==> src/rtl/task_period_exec_time_profiler_core_macros.svh <==
// assertion macros for the task profiler, sampled on clk_i and quiet during reset
`ifndef TASK_PERIOD_EXEC_TIME_PROFILER_CORE_MACROS_SVH
`define TASK_PERIOD_EXEC_TIME_PROFILER_CORE_MACROS_SVH

`ifndef NO_ASSERTIONS

`define TPP_ASSERT(lbl, prop, msg) \
  lbl: assert property (@(posedge clk_i) disable iff (!rst_ni) prop) else $error(msg);

`define TPP_ASSERT_IMPL(lbl, ante, cons, msg) \
  lbl: assert property (@(posedge clk_i) disable iff (!rst_ni) (ante) |-> (cons)) \
    else $error(msg);

`else

`define TPP_ASSERT(lbl, prop, msg)

`define TPP_ASSERT_IMPL(lbl, ante, cons, msg)

`endif

`endif

==> src/rtl/tpp_pkg.sv <==
package tpp_pkg;

  localparam int unsigned TASKS   = 4;
  localparam int unsigned TASK_W  = (TASKS > 1) ? $clog2(TASKS) : 1;
  localparam int unsigned STAMP_W = 16;

  localparam logic KIND_PERIOD = 1'b0;
  localparam logic KIND_EXEC   = 1'b1;

  localparam logic [STAMP_W-1:0] STAMP_ONES = {STAMP_W{1'b1}};

  typedef struct packed {
    logic [STAMP_W-1:0] last_start;
    logic               period_armed;
    logic               exec_armed;
    logic [STAMP_W-1:0] period_min;
    logic [STAMP_W-1:0] period_max;
    logic [STAMP_W-1:0] exec_min;
    logic [STAMP_W-1:0] exec_max;
  } entry_t;

  localparam entry_t ENTRY_RESET = '{
    last_start:   '0,
    period_armed: 1'b0,
    exec_armed:   1'b0,
    period_min:   STAMP_ONES,
    period_max:   '0,
    exec_min:     STAMP_ONES,
    exec_max:     '0
  };

  // wrapping distance between two timer stamps, one less than the modular difference when newer is not above older
  function automatic logic [STAMP_W-1:0] span16(input logic [STAMP_W-1:0] older,
                                                input logic [STAMP_W-1:0] newer);
    logic [STAMP_W-1:0] diff;
    diff = newer - older;
    if (newer > older) begin
      span16 = diff;
    end else begin
      span16 = diff - {{(STAMP_W-1){1'b0}}, 1'b1};
    end
  endfunction

endpackage

==> src/rtl/task_period_exec_time_profiler_core.sv <==
// Per-task period and execution time profiler.
// Input channel: raise start_i with req_type_i (0 task start, 1 task end), task_id_i
// and stamp_i; the item is taken at a clock edge where start_i is high and busy_o low.
// Every item gives one result: res_valid_o is high for exactly one cycle, with
// task_echo_o, kind_o, measured_o, interval_o, interval_min_o and interval_max_o.
// The receiver cannot stall; results stay on the ports until the next result.
// The result is registered from the calc state (busy_o high) entered at the accepting edge.
// Items do not overlap: busy_o is high for the one cycle in which the task's
// table entry, read from the statistics memory (separate read and write ports)
// the cycle before, is updated and written back while measurement is enabled.
// Configuration: cfg_data_i[0] is measure_enable, written when cfg_valid_i and
// cfg_ready_o are both high (cfg_ready_o is always high); write it only while idle.
// Reset (rst_ni low, asynchronous) disables measurement, drops any item in work,
// and marks every table entry as empty, so it reads as cleared statistics
// (min 0xFFFF, max 0, nothing armed) until first written. No clearing pass.
`include "task_period_exec_time_profiler_core_macros.svh"

module task_period_exec_time_profiler_core
  import tpp_pkg::*;
(
  input  logic               clk_i,
  input  logic               rst_ni,
  input  logic               start_i,
  output logic               busy_o,
  input  logic               req_type_i,
  input  logic [TASK_W-1:0]  task_id_i,
  input  logic [STAMP_W-1:0] stamp_i,
  input  logic               cfg_valid_i,
  output logic               cfg_ready_o,
  input  logic               cfg_data_i,
  output logic               res_valid_o,
  output logic [TASK_W-1:0]  task_echo_o,
  output logic               kind_o,
  output logic               measured_o,
  output logic [STAMP_W-1:0] interval_o,
  output logic [STAMP_W-1:0] interval_min_o,
  output logic [STAMP_W-1:0] interval_max_o
);

  localparam logic ST_IDLE = 1'b0;
  localparam logic ST_CALC = 1'b1;

  logic               state_q, state_d;
  logic               enable_q;
  logic               accept;
  logic               kind_q;
  logic [TASK_W-1:0]  task_q;
  logic [STAMP_W-1:0] stamp_q;

  entry_t             mem_q [TASKS];
  entry_t             rd_q;
  logic [TASKS-1:0]   vld_q;

  entry_t             cur;
  entry_t             nxt;
  logic [STAMP_W-1:0] span;
  logic               meas;
  logic [STAMP_W-1:0] lo, hi;

  assign accept      = start_i && (state_q == ST_IDLE);
  assign busy_o      = (state_q == ST_CALC);
  assign cfg_ready_o = 1'b1;

  always_comb begin
    state_d = state_q;
    case (state_q)
      ST_IDLE: begin
        if (start_i) state_d = ST_CALC;
      end
      ST_CALC: state_d = ST_IDLE;
      default: state_d = ST_IDLE;
    endcase
  end

  always_ff @(posedge clk_i or negedge rst_ni) begin
    if (!rst_ni) begin
      state_q  <= ST_IDLE;
      enable_q <= 1'b0;
    end else begin
      state_q <= state_d;
      if (cfg_valid_i && cfg_ready_o) enable_q <= cfg_data_i;
    end
  end

  always_ff @(posedge clk_i) begin
    if (accept) begin
      kind_q  <= req_type_i;
      task_q  <= task_id_i;
      stamp_q <= stamp_i;
    end
  end

  // statistics memory: one read port at accept, one write port at the end of calc
  always_ff @(posedge clk_i) begin
    if (accept) rd_q <= mem_q[task_id_i];
  end

  always_ff @(posedge clk_i) begin
    if (busy_o && enable_q) mem_q[task_q] <= nxt;
  end

  always_ff @(posedge clk_i or negedge rst_ni) begin
    if (!rst_ni) begin
      vld_q <= '0;
    end else if (busy_o && enable_q) begin
      vld_q[task_q] <= 1'b1;
    end
  end

  always_comb begin
    cur  = vld_q[task_q] ? rd_q : ENTRY_RESET;
    nxt  = cur;
    meas = 1'b0;
    span = span16(cur.last_start, stamp_q);
    if (enable_q) begin
      if (kind_q == KIND_PERIOD) begin
        nxt.exec_armed = 1'b1;
        nxt.last_start = stamp_q;
        if (cur.period_armed) begin
          meas = 1'b1;
          if (span < cur.period_min) nxt.period_min = span;
          if (span > cur.period_max) nxt.period_max = span;
        end else begin
          nxt.period_armed = 1'b1;
        end
      end else if (cur.exec_armed) begin
        meas = 1'b1;
        if (span < cur.exec_min) nxt.exec_min = span;
        if (span > cur.exec_max) nxt.exec_max = span;
      end
    end
    lo = (kind_q == KIND_PERIOD) ? nxt.period_min : nxt.exec_min;
    hi = (kind_q == KIND_PERIOD) ? nxt.period_max : nxt.exec_max;
  end

  always_ff @(posedge clk_i or negedge rst_ni) begin
    if (!rst_ni) begin
      res_valid_o <= 1'b0;
    end else begin
      res_valid_o <= busy_o;
    end
  end

  always_ff @(posedge clk_i) begin
    if (busy_o) begin
      task_echo_o    <= task_q;
      kind_o         <= kind_q;
      measured_o     <= meas;
      interval_o     <= meas ? span : '0;
      interval_min_o <= lo;
      interval_max_o <= hi;
    end
  end

  `TPP_ASSERT(a_accept_calc, accept |=> busy_o, "accepted item did not enter calc")
  `TPP_ASSERT(a_calc_single, busy_o |=> (!busy_o && res_valid_o), "calc did not finish in one cycle")
  `TPP_ASSERT_IMPL(a_res_from_calc, res_valid_o, $past(busy_o), "result strobe without calc")
  `TPP_ASSERT_IMPL(a_unmeasured_zero, res_valid_o && !measured_o, interval_o == '0,
                   "interval not zero without measurement")
  `TPP_ASSERT_IMPL(a_measured_bounds, res_valid_o && measured_o,
                   (interval_min_o <= interval_o) && (interval_o <= interval_max_o),
                   "measured interval outside stored min and max")

endmodule
==> config.mk <==
export PLATFORM = sky130hd
export DESIGN_NAME = task_period_exec_time_profiler_core
export DESIGN_NICKNAME = d
export VERILOG_FILES = /design/src/rtl/tpp_pkg.sv /design/src/rtl/task_period_exec_time_profiler_core.sv
export VERILOG_INCLUDE_DIRS = /design/src /design/src/rtl
export SDC_FILE = /design/constraint.sdc
export NUM_CORES = 1
export LEC_CHECK = 0
export BUFFER_PORTS_ARGS = -buffer_cell sky130_fd_sc_hd__buf_2
export CORE_UTILIZATION = 50
export CTS_CLUSTER_DIAMETER = 200
export DETAILED_ROUTE_END_ITERATION = 10
export GPL_TIMING_DRIVEN = 0
export MAX_ROUTING_LAYER = met4
export PLACE_DENSITY = 0.67
export REMOVE_ABC_BUFFERS = 1
export SKIP_LAST_GASP = 1
export SYNTH_ARGS = -nofsm -noshare
export SYNTH_HDL_FRONTEND = slang
export SYNTH_SLANG_ARGS = --single-unit
==> constraint.sdc <==
create_clock -name clk_i -period 14 [get_ports clk_i]
set_input_delay 2.8 -clock clk_i [delete_from_list [all_inputs] [get_ports clk_i]]
set_output_delay 2.8 -clock clk_i [all_outputs]
set_load 0.05 [all_outputs]
[Word-level counts from Yosys, hierarchy flattened]
Memories as Yosys holds them, arrays and structs flattened. A register that Yosys moved wholly into a read port is not among the register bits.
Index checks and enable logic that the tools add are counted.
Cells by class
  add/sub/neg operators: 2
  $lt $le $gt $ge: 7
  muxes and demuxes: 25
  bitwise gates (word level): 2
  reductions and logical operators: 3
Operator list (number)
  82-bit 2-to-1 mux: 2
  16-bit 2-to-1 mux: 7
  32-bit 2-to-1 mux: 3
  50-bit 2-to-1 mux: 1
  16-bit > comparator: 3
  16-bit less-than comparator: 2
  16-bit by 1-bit subtractor with 16-bit output, second input constant: 1
  16-bit subtractor: 1
  1-bit 2-to-1 mux: 9
  4-bit OR: 1
  1-bit logical AND: 3
  2-bit by 3-bit less-than comparator with 1-bit output, second input constant: 1
  1-bit binary-select mux with 2-bit select: 1
  1-bit demux with 2-bit select: 1
  2-bit by 1-bit greater-or-equal comparator with 1-bit output, second input constant: 1
  1-bit one-hot mux with 2 select lines: 1
  1-bit NOT: 1
Storage, ports and cells
  flip-flop bits (word level): 78
  bits in writable memories: 328
  input port bits: 24
  word-level logic and storage cells: 53
  memories: 1
Memory list
  mem_q: depth 4, bits a word 82, rd ports 1, clocked after Yosys merged registers in 1, wr ports 1, line task_period_exec_time_profiler_core.sv:50  | entry_t mem_q [TASKS];

[Logic depth before layout (Yosys ltp)]
  depth in word-level cells: 12
  mapped depth: 31
  gate-level depth less buffers: 26

[Worst setup path after synthesis]
OpenSTA, ideal clock, no wires.
  path type: register to register
  start point: reg state_q (netlist: busy_o)
  end point: reg vld_q[0]
  setup time: 100 ps
  arrival time: 8143 ps
  data required time: 13900 ps
  path slack: 5757 ps
  stages on the path, launching flop included: 4
  buffers on the path: 0
  clock period less this slack: 8243 ps
  path through: dfrtp_1 nand2_1 nor3_1 or2_2
Between the ends
  word-level cells in the longest chain between the ends: 1
Ends and longest elaborated chain
  start: declaration: line task_period_exec_time_profiler_core.sv:43  | logic state_q, state_d;
  start signal: assignment: line task_period_exec_time_profiler_core.sv:80  | state_q <= state_d;
  1-bit logical AND: line task_period_exec_time_profiler_core.sv:105  | end else if (busy_o && enable_q) begin
  end signal: assignment: line task_period_exec_time_profiler_core.sv:104  | vld_q <= '0;
  end signal: indexed assignment: line task_period_exec_time_profiler_core.sv:106  | vld_q[task_q] <= 1'b1;
  end: declaration: line task_period_exec_time_profiler_core.sv:52  | logic [TASKS-1:0] vld_q;
No other way between the ends.
A chain may end at the register's enable or synchronous reset.

==> reports/summary.txt <==
status: finished, violations left
violations in the final reports: capacitance limit
cell area after synthesis: 21700 µm²
Post-Syn Instances: 1362
R2R setup slack: 4720 ps
Crit Path Class: register to register
# DRC: 0
fraction of layout cells with a size suffix above 1: 21.6%
Clock Path Buffers: 3
clk_skew: 25.7 ps
Pleak: 8.55 nW
antenna violations before repair: 2
Crit path buffers/inverters: 1
Worst R2R Start: task_q[1]
WL per Instance: 23.2 µm
worst slack, placed: 5110 ps
Util after Layout: 58.5%
CP max FO: 19
fin cells: 2086
Placed Area: 23300 µm²
crit share post-route: 66.3%
Die ar.: 44300 µm²
Syn Area/Cell: 15.9 µm²
number of max-cap violations: 1
Clock transition at path regs: 60 ps
Core Region: 42400 µm²
delay-heaviest family, CP: compound AO/OA/AOI/OAI gates
FF-to-FF End: interval_min_o[4]
initial core utilization: 51.2%
TritonCTS clock tree: yes
vias per cell: 5.94
crit-path cells: mux2i_1, nand2_1, o21a_4, nand2_1, ha_1, a21oi_1, o21ai_0, a311oi_1, a21oi_4, nand4b_1, or2_2, xnor2_1, inv_1, ha_1, nor2b_1, o21ai_0, nand2_1, o41ai_1, maj3_1, o21ai_0, maj3_1, nor2_2, mux2i_1, mux2_2
# rows: 75
area leader, netlist: edfxtp_1
crit end category: register
worst hold start: vld_q[2]
vias: 12.4k
Port Buf Inserts: 77
drt pass-1 iters: 5
placed instance count: 1993
GR Overflow Total: 0
Synth Flop Type: edfxtp_1
top cells by area, synth: edfxtp_1, mux4_2, ha_1
I/O pins: 79
vias in the first global route: 12.5k
Overall Global Routing Usage: 23.4%
htree depth: 2
largest net degree at the start of global routing: 64
Max Clock Freq: 108 MHz
crit path DAT: 9610 ps
Root Driver: clkbuf_16
post-detail-place hpwl: 32500 µm
ANT nets after route: 0
worst slew pin tran: 1480 ps
clock latency on the worst-skew pair: 600 ps
Final Max Tran Viols: 0
crit path launch type: register
worst hold stages: 1
count leader, synth: edfxtp_1
clock sink count: 488
first-pass GRT wire length: 75100 µm
VDD IR max: 0.129 mV
Yosys warnings: 0
CP required: 14330 ps
die width: 210 µm
Post-synth EDFFs: 481
r2r worst-path depth: 24
hold endpoint: vld_q[2]
Setup TNS: 0 ps
RePlAce Congestion: 0.870
Fin. Hold Viols: 0
hold crit path type: register to register
setup bufs post-CTS: 0
Yosys cell types: 89
synthesis-to-finish area growth: 14.2%
nets@finish: 1558
FF+latch count, synth: 488
PostCTS Resize Cnt: 0
DRT iter0 DRCs: 1069
PD cells: 157 nW/µm²
CP max-delay cell: o41ai_1
RSZ-0062 raised after global routing: false
power after layout: 3.89 mW
commonest cells in the netlist: edfxtp_1, nand2_1, nor2_1
register area share after synthesis: 67.3%
Final setup viols: 0
final instance area: 24800 µm²
Yosys top cell area share: 66.5%
Die Y: 210 µm
Hold Slack: 460 ps
async set-or-reset flop fraction in the synthesized netlist: 1.43%
Final Critical Period: 9280 ps
hold_buf cts: 0
Worst path max stage delay: 860 ps
Slew headroom: 0.801%
setup ws final: 4720 ps
drt total wl: 48500 µm
CTS buffer count: 49
==> metal layers <==
layer	part of all wire (%)	track usage, %	vias up
met1	44	32.3	6291
met2	46	35.7	413
met3	6.5	3.72	81
li1	-	-	5607
met4	2.9	8.22	0
met5	0	-	-
==> worst max-delay path by stage <==
stage	from	end	slack, ps	cells after the start
after CTS	task_q[1]	interval_min_o[4]	5060	22
after floorplan	task_q[1]	interval_min_o[10]	5250	13
after global routing	task_q[1]	interval_min_o[4]	4400	24
after detailed placement	task_q[1]	interval_min_o[4]	5110	22
final	task_q[1]	interval_min_o[4]	4720	24
after global placement	busy_o	vld_q[0]	-100	3
==> placed cells by master, fill, tap and decap left out, drive strengths merged, types with 4 or more instances in the layout <==
master / instances
a211oi: 15
edfxtp: 481
a21o: 15
a31oi: 5
a22oi: 4
nand2b: 10
inv: 28
xnor2: 19
and4: 4
buf: 117
a21oi: 50
nand2: 106
nor2: 89
and2: 13
maj3: 10
a311oi: 7
mux4: 82
xor2: 9
and3: 6
nor4b: 4
nand3: 20
o21ai: 48
mux2: 22
nand4: 9
clkinv: 25
clkbuf: 61
nor2b: 7
o41ai: 5
o32ai: 7
nor3: 36
mux2i: 24
o211ai: 9
nor4: 5
or2: 12
ha: 66
o211a: 7
dfrtp: 7
o21a: 5
==> layout make-up <==
type | instances | area, µm²
Inverter | 28 | 106
Clock inverter | 30 | 204
Sequential cell | 488 | 14600
Clock buffer | 61 | 1280
Timing Repair Buffer | 117 | 1060
Tap cell | 577 | 722
Multi-Input combinational cell | 783 | 6790
Antenna cell | 2 | 5.00
Fill cell | 3346 | 17600
==> state kept, by name, indices dropped and copies added, names as in the netlist <==
register,count
measured_o,1
task_echo_o,2
res_valid_o,1
enable_q,1
task_q,2
kind_o,1
interval_min_o,16
stamp_q,16
rd_q,82
interval_o,16
vld_q,4
busy_o,1
kind_q,1
mem_q,328
interval_max_o,16
==> cell families after synthesis <==
group	after synthesis	synth area share, %
AOI/OAI and AO/OA	211	6.82
xor gates and xnor gates	31	1.53
adders and majority gates	77	4.38
buffers and inverters	91	1.71
DFF	488	67.3
muxes	128	10.8
other	1	0.0173
and+or+nand+nor	335	7.48
==> report_power, final <==
group	switching, mW	internal [mW]
Combinational	0.601	0.300
Sequential	0.0266	1.73
Clock	0.542	0.686
Power figures use the tool's default switching activity.
